## src/hw/rtl/tts_pkg.sv

```systemverilog
// ----------------------------------------------------------------------------
// tts_pkg: shared types and constants for the 4x4 texture tile swizzler
// Texel formats, register indexes, and the structs passed between units.
// ----------------------------------------------------------------------------
package tts_pkg;

  localparam int unsigned MaxDimensionDef = 1024;
  localparam int unsigned TileEdge        = 4;

  localparam int unsigned CoordW  = 10;
  localparam int unsigned ByteW   = 8;
  localparam int unsigned DimW    = 11;
  localparam int unsigned TilesW  = 9;   // at most 2047/4 tiles along a row
  localparam int unsigned RowW    = CoordW - 2;
  localparam int unsigned ProdW   = RowW + TilesW;
  localparam int unsigned TileIdxW = ProdW + 1;
  localparam int unsigned SlotW   = 5;
  localparam int unsigned OffsetW = 22;
  localparam int unsigned WordW   = 16;
  localparam int unsigned CfgIdxW = 2;

  localparam int unsigned InDataW  = 56;  // 52 bits of fields, byte padded
  localparam int unsigned OutDataW = 40;  // 38 bits of fields, byte padded

  localparam logic [DimW-1:0] DimResetVal = 11'd1024;
  localparam logic [ByteW-1:0] AlphaOpaque = 8'hFF;
  localparam logic [OffsetW-1:0] HalfTileBytes = 22'd32;

  typedef enum logic [1:0] {
    FMT_RGBA8888 = 2'd0,
    FMT_RGB888   = 2'd1,
    FMT_RGB565   = 2'd2,
    FMT_RGBA4444 = 2'd3
  } fmt_e;

  typedef enum logic [CfgIdxW-1:0] {
    CFG_FORMAT = 2'd0,
    CFG_WIDTH  = 2'd1,
    CFG_HEIGHT = 2'd2
  } cfg_idx_e;

  // settings seen by the datapath, derived from the registers
  typedef struct packed {
    fmt_e              fmt;
    logic [DimW-1:0]   span_x;
    logic [DimW-1:0]   span_y;
    logic [TilesW-1:0] tiles_x;
  } cfg_t;

  // one placed texel waiting for the output port
  typedef struct packed {
    logic [OffsetW-1:0] offset;
    logic [WordW-1:0]   word0;
    logic [WordW-1:0]   word1;
    logic               two_words;
  } item_t;

endpackage

```

## src/hw/rtl/tts_cfg_regs.sv

```systemverilog
// ----------------------------------------------------------------------------
// tts_cfg_regs: configuration registers
// Holds format and texture size; derives usable spans and tiles per row.
// ----------------------------------------------------------------------------
module tts_cfg_regs
  import tts_pkg::*;
#(
  parameter int unsigned MaxDimension = MaxDimensionDef
) (
  input  logic               clk_i,
  input  logic               rst_ni,
  input  logic               cfg_we_i,
  input  logic [CfgIdxW-1:0] cfg_addr_i,
  input  logic [DimW-1:0]    cfg_wdata_i,
  output cfg_t               cfg_o
);

  fmt_e            fmt_q, fmt_d;
  logic [DimW-1:0] width_q, width_d;
  logic [DimW-1:0] height_q, height_d;
  logic [DimW-1:0] dim_x, dim_y;

  always_comb begin
    fmt_d    = fmt_q;
    width_d  = width_q;
    height_d = height_q;
    if (cfg_we_i) begin
      unique case (cfg_idx_e'(cfg_addr_i))
        CFG_FORMAT: fmt_d    = fmt_e'(cfg_wdata_i[1:0]);
        CFG_WIDTH:  width_d  = cfg_wdata_i;
        CFG_HEIGHT: height_d = cfg_wdata_i;
        default: ;
      endcase
    end
  end

  always_ff @(posedge clk_i or negedge rst_ni) begin
    if (!rst_ni) begin
      fmt_q    <= FMT_RGBA8888;
      width_q  <= DimResetVal;
      height_q <= DimResetVal;
    end else begin
      fmt_q    <= fmt_d;
      width_q  <= width_d;
      height_q <= height_d;
    end
  end

  // clamp to the largest supported dimension
  assign dim_x = (32'(width_q) > MaxDimension) ? DimW'(MaxDimension) : width_q;
  assign dim_y = (32'(height_q) > MaxDimension) ? DimW'(MaxDimension) : height_q;

  always_comb begin
    cfg_o.fmt     = fmt_q;
    // small dimensions keep all texels in one padded tile
    cfg_o.span_x  = (dim_x < DimW'(TileEdge)) ? dim_x : {dim_x[DimW-1:2], 2'b00};
    cfg_o.span_y  = (dim_y < DimW'(TileEdge)) ? dim_y : {dim_y[DimW-1:2], 2'b00};
    cfg_o.tiles_x = (dim_x < DimW'(TileEdge)) ? TilesW'(1) : dim_x[DimW-1:2];
  end

endmodule

```

## src/hw/rtl/tts_pipe.sv

```systemverilog
// ----------------------------------------------------------------------------
// tts_pipe: three-stage placement pipeline
// Stage 1 range check and word build, stage 2 row multiply, stage 3 offset.
// ----------------------------------------------------------------------------
module tts_pipe
  import tts_pkg::*;
(
  input  logic              clk_i,
  input  logic              rst_ni,
  input  logic              en_i,
  input  logic              in_valid_i,
  input  logic [CoordW-1:0] texel_x_i,
  input  logic [CoordW-1:0] texel_y_i,
  input  logic [ByteW-1:0]  src_byte0_i,
  input  logic [ByteW-1:0]  src_byte1_i,
  input  logic [ByteW-1:0]  src_byte2_i,
  input  logic [ByteW-1:0]  src_byte3_i,
  input  cfg_t              cfg_i,
  output logic              out_valid_o,
  output item_t             out_item_o
);

  // stage 1
  logic              v1_q, v1_d;
  logic [RowW-1:0]   row1_q, col1_q;
  logic [SlotW-1:0]  slot1_q, slot1_d;
  logic              wide1_q, wide1_d;
  logic [WordW-1:0]  w0_1_q, w0_1_d, w1_1_q, w1_1_d;
  // stage 2
  logic              v2_q;
  logic [ProdW-1:0]  prod2_q;
  logic [RowW-1:0]   col2_q;
  logic [SlotW-1:0]  slot2_q;
  logic              wide2_q;
  logic [WordW-1:0]  w0_2_q, w1_2_q;
  // stage 3
  logic              v3_q;
  item_t             item3_q, item3_d;

  logic              in_range;
  logic [ByteW-1:0]  alpha;
  logic [WordW-1:0]  t16;
  logic [TileIdxW-1:0] tile_idx;

  assign in_range = ({1'b0, texel_x_i} < cfg_i.span_x) &&
                    ({1'b0, texel_y_i} < cfg_i.span_y);

  always_comb begin
    v1_d    = in_valid_i && in_range;
    slot1_d = {texel_y_i[1:0], texel_x_i[1:0], 1'b0};
    wide1_d = (cfg_i.fmt == FMT_RGBA8888) || (cfg_i.fmt == FMT_RGB888);
    alpha   = (cfg_i.fmt == FMT_RGBA8888) ? src_byte3_i : AlphaOpaque;
    t16     = {src_byte0_i, src_byte1_i};
    w1_1_d  = {src_byte1_i, src_byte2_i};
    case (cfg_i.fmt) inside
      FMT_RGBA8888, FMT_RGB888: w0_1_d = {alpha, src_byte0_i};
      FMT_RGB565:               w0_1_d = t16;
      default:                  w0_1_d = {1'b0, t16[3:1], t16[15:4]}; // RGB4A3
    endcase
  end

  always_ff @(posedge clk_i or negedge rst_ni) begin
    if (!rst_ni) begin
      v1_q <= 1'b0;
      v2_q <= 1'b0;
      v3_q <= 1'b0;
    end else if (en_i) begin
      v1_q <= v1_d;
      v2_q <= v1_q;
      v3_q <= v2_q;
    end
  end

  always_ff @(posedge clk_i) begin
    if (en_i) begin
      row1_q  <= texel_y_i[CoordW-1:2];
      col1_q  <= texel_x_i[CoordW-1:2];
      slot1_q <= slot1_d;
      wide1_q <= wide1_d;
      w0_1_q  <= w0_1_d;
      w1_1_q  <= w1_1_d;

      prod2_q <= ProdW'(row1_q) * ProdW'(cfg_i.tiles_x);
      col2_q  <= col1_q;
      slot2_q <= slot1_q;
      wide2_q <= wide1_q;
      w0_2_q  <= w0_1_q;
      w1_2_q  <= w1_1_q;

      item3_q <= item3_d;
    end
  end

  always_comb begin
    tile_idx = TileIdxW'(prod2_q) + TileIdxW'(col2_q);
    item3_d.offset    = wide2_q ? (OffsetW'({tile_idx, 6'b0}) | OffsetW'(slot2_q))
                                : (OffsetW'({tile_idx, 5'b0}) | OffsetW'(slot2_q));
    item3_d.word0     = w0_2_q;
    item3_d.word1     = w1_2_q;
    item3_d.two_words = wide2_q;
  end

  assign out_valid_o = v3_q;
  assign out_item_o  = item3_q;

endmodule

```

## src/hw/rtl/tts_out.sv

```systemverilog
// ----------------------------------------------------------------------------
// tts_out: output register and word sequencer
// Holds one placed texel and sends its one or two words in order.
// ----------------------------------------------------------------------------
module tts_out
  import tts_pkg::*;
(
  input  logic                clk_i,
  input  logic                rst_ni,
  input  logic                in_valid_i,
  input  item_t               in_item_i,
  output logic                load_o,
  output logic                tvalid_o,
  input  logic                tready_i,
  output logic [OutDataW-1:0] tdata_o,
  output logic                tlast_o
);

  logic  valid_q, valid_d;
  logic  phase_q, phase_d;
  item_t item_q;
  logic  hs, last;
  logic [OffsetW-1:0] offset;
  logic [WordW-1:0]   word;

  assign last   = !item_q.two_words || phase_q;
  assign hs     = valid_q && tready_i;
  assign load_o = !valid_q || (hs && last);

  always_comb begin
    valid_d = valid_q;
    phase_d = phase_q;
    if (load_o) begin
      valid_d = in_valid_i;
      phase_d = 1'b0;
    end else if (hs) begin
      phase_d = 1'b1;
    end
  end

  always_ff @(posedge clk_i or negedge rst_ni) begin
    if (!rst_ni) begin
      valid_q <= 1'b0;
      phase_q <= 1'b0;
    end else begin
      valid_q <= valid_d;
      phase_q <= phase_d;
    end
  end

  always_ff @(posedge clk_i) begin
    if (load_o) begin
      item_q <= in_item_i;
    end
  end

  assign offset   = phase_q ? item_q.offset + HalfTileBytes : item_q.offset;
  assign word     = phase_q ? item_q.word1 : item_q.word0;
  assign tvalid_o = valid_q;
  assign tlast_o  = last;
  assign tdata_o  = OutDataW'({word, offset});

  a_phase_needs_valid: assert property (@(posedge clk_i) disable iff (!rst_ni)
    phase_q |-> valid_q) else $error("second word pending without a texel");

  a_phase_needs_two: assert property (@(posedge clk_i) disable iff (!rst_ni)
    phase_q |-> item_q.two_words) else $error("second word on a 16-bit format");

  a_first_then_second: assert property (@(posedge clk_i) disable iff (!rst_ni)
    (hs && !last) |=> (valid_q && phase_q))
    else $error("second word of a 32-bit texel lost");

endmodule

```

## src/hw/rtl/texture_tile_swizzle_4x4.sv

```systemverilog
// ----------------------------------------------------------------------------
// texture_tile_swizzle_4x4: places source texels into a 4x4 tiled texture
// Each input transaction is one texel; each output transaction is one 16-bit
// word with its byte offset in the tiled destination.
// ----------------------------------------------------------------------------
// A texel enters every cycle while the output keeps up. 16-bit formats
// (RGB565, RGBA4444) give one word per texel, so one texel per cycle; 32-bit
// formats (RGBA8888, RGB888) give an AR word then a GB word 32 bytes later,
// so the next texel waits for the second word on the single output port.
// Texels outside the whole tiles (or outside a small texture) are dropped
// and give no output. Textures narrower or shorter than 4 texels use one
// padded tile. The user must write the format and size registers only while
// no texel is in flight; the block itself does not enforce this.
// ----------------------------------------------------------------------------
module texture_tile_swizzle_4x4
  import tts_pkg::*;
#(
  parameter int unsigned MaxDimension = MaxDimensionDef
) (
  input  logic                clk_i,
  input  logic                rst_ni,
  // configuration writes: 0 format, 1 width, 2 height
  input  logic                cfg_we_i,
  input  logic [CfgIdxW-1:0]  cfg_addr_i,
  input  logic [DimW-1:0]     cfg_wdata_i,
  // texel input
  input  logic                s_axis_tvalid,
  output logic                s_axis_tready,
  // tdata: texel_x[9:0], texel_y[19:10], src_byte0[27:20], src_byte1[35:28],
  //        src_byte2[43:36], src_byte3[51:44], zero pad[55:52]
  input  logic [InDataW-1:0]  s_axis_tdata,
  // word output
  output logic                m_axis_tvalid,
  input  logic                m_axis_tready,
  // tdata: dest_offset[21:0], dest_word[37:22], zero pad[39:38]
  output logic [OutDataW-1:0] m_axis_tdata,
  output logic                m_axis_tlast    // last_word
);

  cfg_t  cfg;
  logic  load;
  logic  pipe_valid;
  item_t pipe_item;

  tts_cfg_regs #(
    .MaxDimension(MaxDimension)
  ) u_cfg (
    .clk_i      (clk_i),
    .rst_ni     (rst_ni),
    .cfg_we_i   (cfg_we_i),
    .cfg_addr_i (cfg_addr_i),
    .cfg_wdata_i(cfg_wdata_i),
    .cfg_o      (cfg)
  );

  // whole pipeline advances when the output register can take a texel
  assign s_axis_tready = load;

  tts_pipe u_pipe (
    .clk_i      (clk_i),
    .rst_ni     (rst_ni),
    .en_i       (load),
    .in_valid_i (s_axis_tvalid),
    .texel_x_i  (s_axis_tdata[9:0]),
    .texel_y_i  (s_axis_tdata[19:10]),
    .src_byte0_i(s_axis_tdata[27:20]),
    .src_byte1_i(s_axis_tdata[35:28]),
    .src_byte2_i(s_axis_tdata[43:36]),
    .src_byte3_i(s_axis_tdata[51:44]),
    .cfg_i      (cfg),
    .out_valid_o(pipe_valid),
    .out_item_o (pipe_item)
  );

  tts_out u_out (
    .clk_i     (clk_i),
    .rst_ni    (rst_ni),
    .in_valid_i(pipe_valid),
    .in_item_i (pipe_item),
    .load_o    (load),
    .tvalid_o  (m_axis_tvalid),
    .tready_i  (m_axis_tready),
    .tdata_o   (m_axis_tdata),
    .tlast_o   (m_axis_tlast)
  );

endmodule
```

## config.mk

```make
export PLATFORM = sky130hd
export DESIGN_NAME = texture_tile_swizzle_4x4
export DESIGN_NICKNAME = d
export VERILOG_FILES = /design/src/hw/rtl/tts_pkg.sv /design/src/hw/rtl/tts_cfg_regs.sv /design/src/hw/rtl/tts_pipe.sv /design/src/hw/rtl/tts_out.sv /design/src/hw/rtl/texture_tile_swizzle_4x4.sv
export SDC_FILE = /design/constraint.sdc
export NUM_CORES = 1
export LEC_CHECK = 0
export ABC_CLOCK_PERIOD_IN_PS = 15900
export BUFFER_PORTS_ARGS = -buffer_cell sky130_fd_sc_hd__buf_2
export CAP_MARGIN = 20
export CORE_MARGIN = 1
export CORE_UTILIZATION = 60
export CTS_BUF_LIST = sky130_fd_sc_hd__clkbuf_4
export CTS_CLUSTER_DIAMETER = 80
export DETAILED_ROUTE_END_ITERATION = 8
export PLACE_DENSITY = 0.88
export RECOVER_POWER = 100
export SLEW_MARGIN = 20
export SYNTH_ARGS = -nofsm -noshare
export SYNTH_HDL_FRONTEND = slang
export SYNTH_SLANG_ARGS = --single-unit
```

## constraint.sdc

```tcl
create_clock -name clk_i -period 15.9 [get_ports clk_i]
set_input_delay 0 -clock clk_i [delete_from_list [all_inputs] [get_ports clk_i]]
set_output_delay 0 -clock clk_i [all_outputs]
set_load 0.02 [all_outputs]
```

==> summary.txt <==
STA
  – Clk_skew: 75.1 ps
  – Setup TNS: 0 ps
  – Crit share post-route: 0.404
  – Worst-Margin Slew: 2060 ps
  – Unrepaired setup endpoints after global routing: no
  – Final-report max-slew violation count: 125
  – Final Hold Vio Count: 0
  – Max frequency: 156 MHz
  – Relative slew slack: -0.374
  – Min Clock Period, post-route: 6420 ps
  – Final setup violation count: 0

Pwr
  – Seq pwr share: 0.436
  – Switching portion of total power: 0.380
  – Clock share of power: 0.176
  – Leak pwr: 6.02 nW
  – Overall Power: 0.00310 W
  – Psw: 0.00118 W
  – PwrDens: 210 mW/mm^2
  – Logic pwr share: 0.388
  – Internal Power: 0.00192 W
  – Max VDD drop: 0.143 mV

Worst hold path
  – Min-Delay Path Class: in2reg
  – Hold Path Origin: s_axis_tdata[41]
  – WHS Endpoint: u_pipe.w1_1_q[5]$_DFFE_PN_
  – Hold Path Depth: 2

Yosys
  – Yosys top cell area share: 0.534
  – Synth top area cells: edfxtp_1, fa_1, ha_1
  – Number of flops mapped to enable cells by yosys: 223
  – Synth cell count leaders: edfxtp_1, inv_1, ha_1, and2_1, nand2_1
  – Yosys reg bits: 252
  – Mapped Avg Cell Area: 13.9 sq um
  – Synth Flop Type: edfxtp_1
  – Synth async-reset ratio: 0.115
  – Post-Syn Area: 0.0125 sq mm
  – Seq/Total Area, Yosys: 0.592
  – Post-synthesis cell type count: 66
  – Warnings from Yosys: 0
  – Top-count cell post-synth: edfxtp_1
  – Post-synth top area cell: edfxtp_1
  – Synthesized instance count: 899

Job
  – Max_cap viols: 3

Die
  – Standard-cell rows: 52
  – Starting density of the core: 0.615
  – Die area: 0.0215 sq mm
  – Die Span Y: 147 microns
  – Die X: 147 microns
  – Core footprint: 0.0204 sq mm
  – Num ports: 117

Global routing
  – Total GRT Usage: 0.266
  – Busiest layer in global routing: met2
  – Met2 Usage GRT: 0.484
  – Vias in the first global route: 8595
  – Met3 Usage GRT: 0.0494
  – Global Route met1 Usage: 0.290
  – GRT overflow: 0
  – Global-route wire length before repair: 43500 microns
  – Initial antenna violation count: 4
  – Largest net degree at the start of global routing: 181

Setup path
  – Worst path bufs/invs: 3
  – Reg2reg end: u_pipe.prod2_q[16]$_DFFE_PN_
  – CP max stage delay: 560 ps
  – Reg-to-reg slack, setup: 9480 ps
  – Most frequent CP cell: fa_1
  – Worst-path maximum fanout: 8
  – Arrival time worst endpoint: 6870 ps
  – Reg2reg path depth: 19
  – CP max-delay cell: fa_1
  – Worst path cell trace: or4_1 > nor4_1 > nor2_1 > nor2_1 > nand2_1 > fa_1 > inv_1 > fa_1 > inv_1 > fa_1 > fa_1 > inv_1 > ha_1 > o211a_1 > a211oi_1 > a211o_1 > a31oi_1 > and4_1 > or3_1
  – Kind of critical path: reg2reg
  – Worst r2r src: u_cfg.width_q[5]$_DFFE_PN0P_
  – Setup crit end kind: flop
  – CP Data Required Time: 16350 ps
  – CP startpoint kind: flop
  – Top delay family on crit path: adder cells

Clock network
  – CTS H-tree lvls: 2
  – CTS buffer count: 58
  – CTS tree: built
  – Resized Gates After CTS: 0
  – CTS Root Cell: clkbuf_4
  – Post-CTS setup buffers: 0
  – CTS Buffer Depth: 3
  – Clk slew on worst S/H paths: 80 ps
  – Clk Latency, worst-skew pair: 710 ps
  – # clock sinks: 252

Layout
  – Fin util: 0.727
  – Post-layout net count: 1306
  – Layout cells sized above 1: 0.163
  – P&R area growth vs syn: 18.1%

Route
  – Routed vias: 8144
  – Pre-antenna DRT Iters: 5
  – Initial DRC count: 689
  – Via-to-Cell Ratio: 5.62
  – Final WL: 28100 microns
  – Antenna-violating nets left: 0
  – Avg WL per Cell: 19.4 microns
  – DRC: 0

Status
  – Failing checks: capacitance limit, slew limit
  – Status: finished with violations

Placement
  – Routability congestion estimate: 0.855
  – Detail Placement HPWL: 15700 microns
  – PortBufs: 109
## how the worst max path moves through the flow
stage                                  from                      endpoint  slack (ps)  depth (start not counted)
2_1_floorplan     u_out.phase_q$_DFFE_PN0P_       u_pipe.v1_q$_DFFE_PN0N_        9130                          6
3_3_place_gp   u_cfg.width_q[5]$_DFFE_PN0P_  u_pipe.prod2_q[16]$_DFFE_PN_        9880                         19
3_5_place_dp   u_cfg.width_q[5]$_DFFE_PN0P_  u_pipe.prod2_q[16]$_DFFE_PN_        9720                         19
4_1_cts        u_cfg.width_q[5]$_DFFE_PN0P_  u_pipe.prod2_q[16]$_DFFE_PN_        9700                         19
5_1_grt        u_cfg.width_q[5]$_DFFE_PN0P_  u_pipe.prod2_q[16]$_DFFE_PN_        9100                         19
6_report       u_cfg.width_q[5]$_DFFE_PN0P_  u_pipe.prod2_q[16]$_DFFE_PN_        9480                         19
## cell usage in the layout (no fill, tap or decap), types with 14 or more instances in the layout
| cell type | instances |
|---|---|
| buf_2 | 40 |
| nor2_1 | 42 |
| clkbuf_4 | 91 |
| a21oi_1 | 42 |
| nor2b_1 | 14 |
| inv_1 | 70 |
| nand2_1 | 47 |
| ha_1 | 64 |
| edfxtp_1 | 223 |
| xnor2_1 | 22 |
| mux2_2 | 42 |
| fa_1 | 43 |
| clkbuf_1 | 71 |
| dfrtp_1 | 27 |
| mux2i_1 | 18 |
| and2_1 | 52 |
| dlygate4sd3_1 | 85 |
## state kept, by name (all words and copies together), names as in the netlist, 2 cells and up
register / flops
u_out.item_q: 54
u_pipe.slot2_q: 4
u_pipe.prod2_q: 17
u_pipe.w1_2_q: 16
u_cfg.width_q: 11
u_pipe.slot1_q: 4
u_pipe.row1_q: 8
u_pipe.w0_2_q: 16
u_pipe.col2_q: 8
u_pipe.w1_1_q: 16
u_pipe.out_item_o: 54
u_pipe.col1_q: 8
u_cfg.fmt_q: 2
u_pipe.w0_1_q: 16
u_cfg.height_q: 11
## power groups by stage
stage / combinational (W) / sequential [W] / clock [W]
final: 0.00120 / 0.00135 / 0.000547
after floorplan: 0.000921 / 0.00132 / 0
after global routing: 0.00132 / 0.00137 / 0.000588
after global placement: 0.00110 / 0.00130 / 0
after CTS: 0.00119 / 0.00133 / 0.000537
after detailed placement: 0.00115 / 0.00134 / 0
## kinds of logic (layout without fill, tap and decap cells)
logic type	count (synthesis)	in the layout	share of synthesized area
AO/OA/AOI/OAI	112	112	0.0600
multiplexers	63	63	0.0548
other	1	8	0.000299
AND/OR/NAND/NOR	226	226	0.0982
adder cells (fa/ha/maj)	107	107	0.133
XOR/XNOR	35	35	0.0245
buffers and inverters	103	376	0.0372
flip-flops	252	252	0.592
## what timing repair did
item / in CTS / in global routing
hold endpoints to repair: 107 / 4
hold buffers: 82 / 4
setup endpoints to repair: 0 / 0
## layer usage
layer  part of all wire  up-vias
li1                   -     3725
met1               0.37     3961
met2               0.53      369
met3              0.054       89
met4              0.047        0
met5                  0        -
## final cells by class
class / count / area, sq um
tap: 270 / 338
timing repair buffer: 197 / 1340
inverter: 70 / 263
fill: 1237 / 5560
clock inverter: 18 / 118
clock buffer: 91 / 683
multi-input combinational: 546 / 4630
antenna: 5 / 12.5
sequential: 252 / 7420
## through the flow
stage | setup WS [ps] | instance area, sq um | instances | hold WS, ps
4_1_cts | 9700 | 14900 | 1440 | 4.59
6_report | 9480 | 14800 | 1449 | 59.9
3_5_place_dp | 9720 | 13300 | 1249 | 90.9
3_3_place_gp | 9880 | 13300 | 1249 | 76.3
2_1_floorplan | 9130 | 12500 | 901 | -296
5_1_grt | 9100 | 14800 | 1447 | 27.0
(Power assumes the default switching activity.)
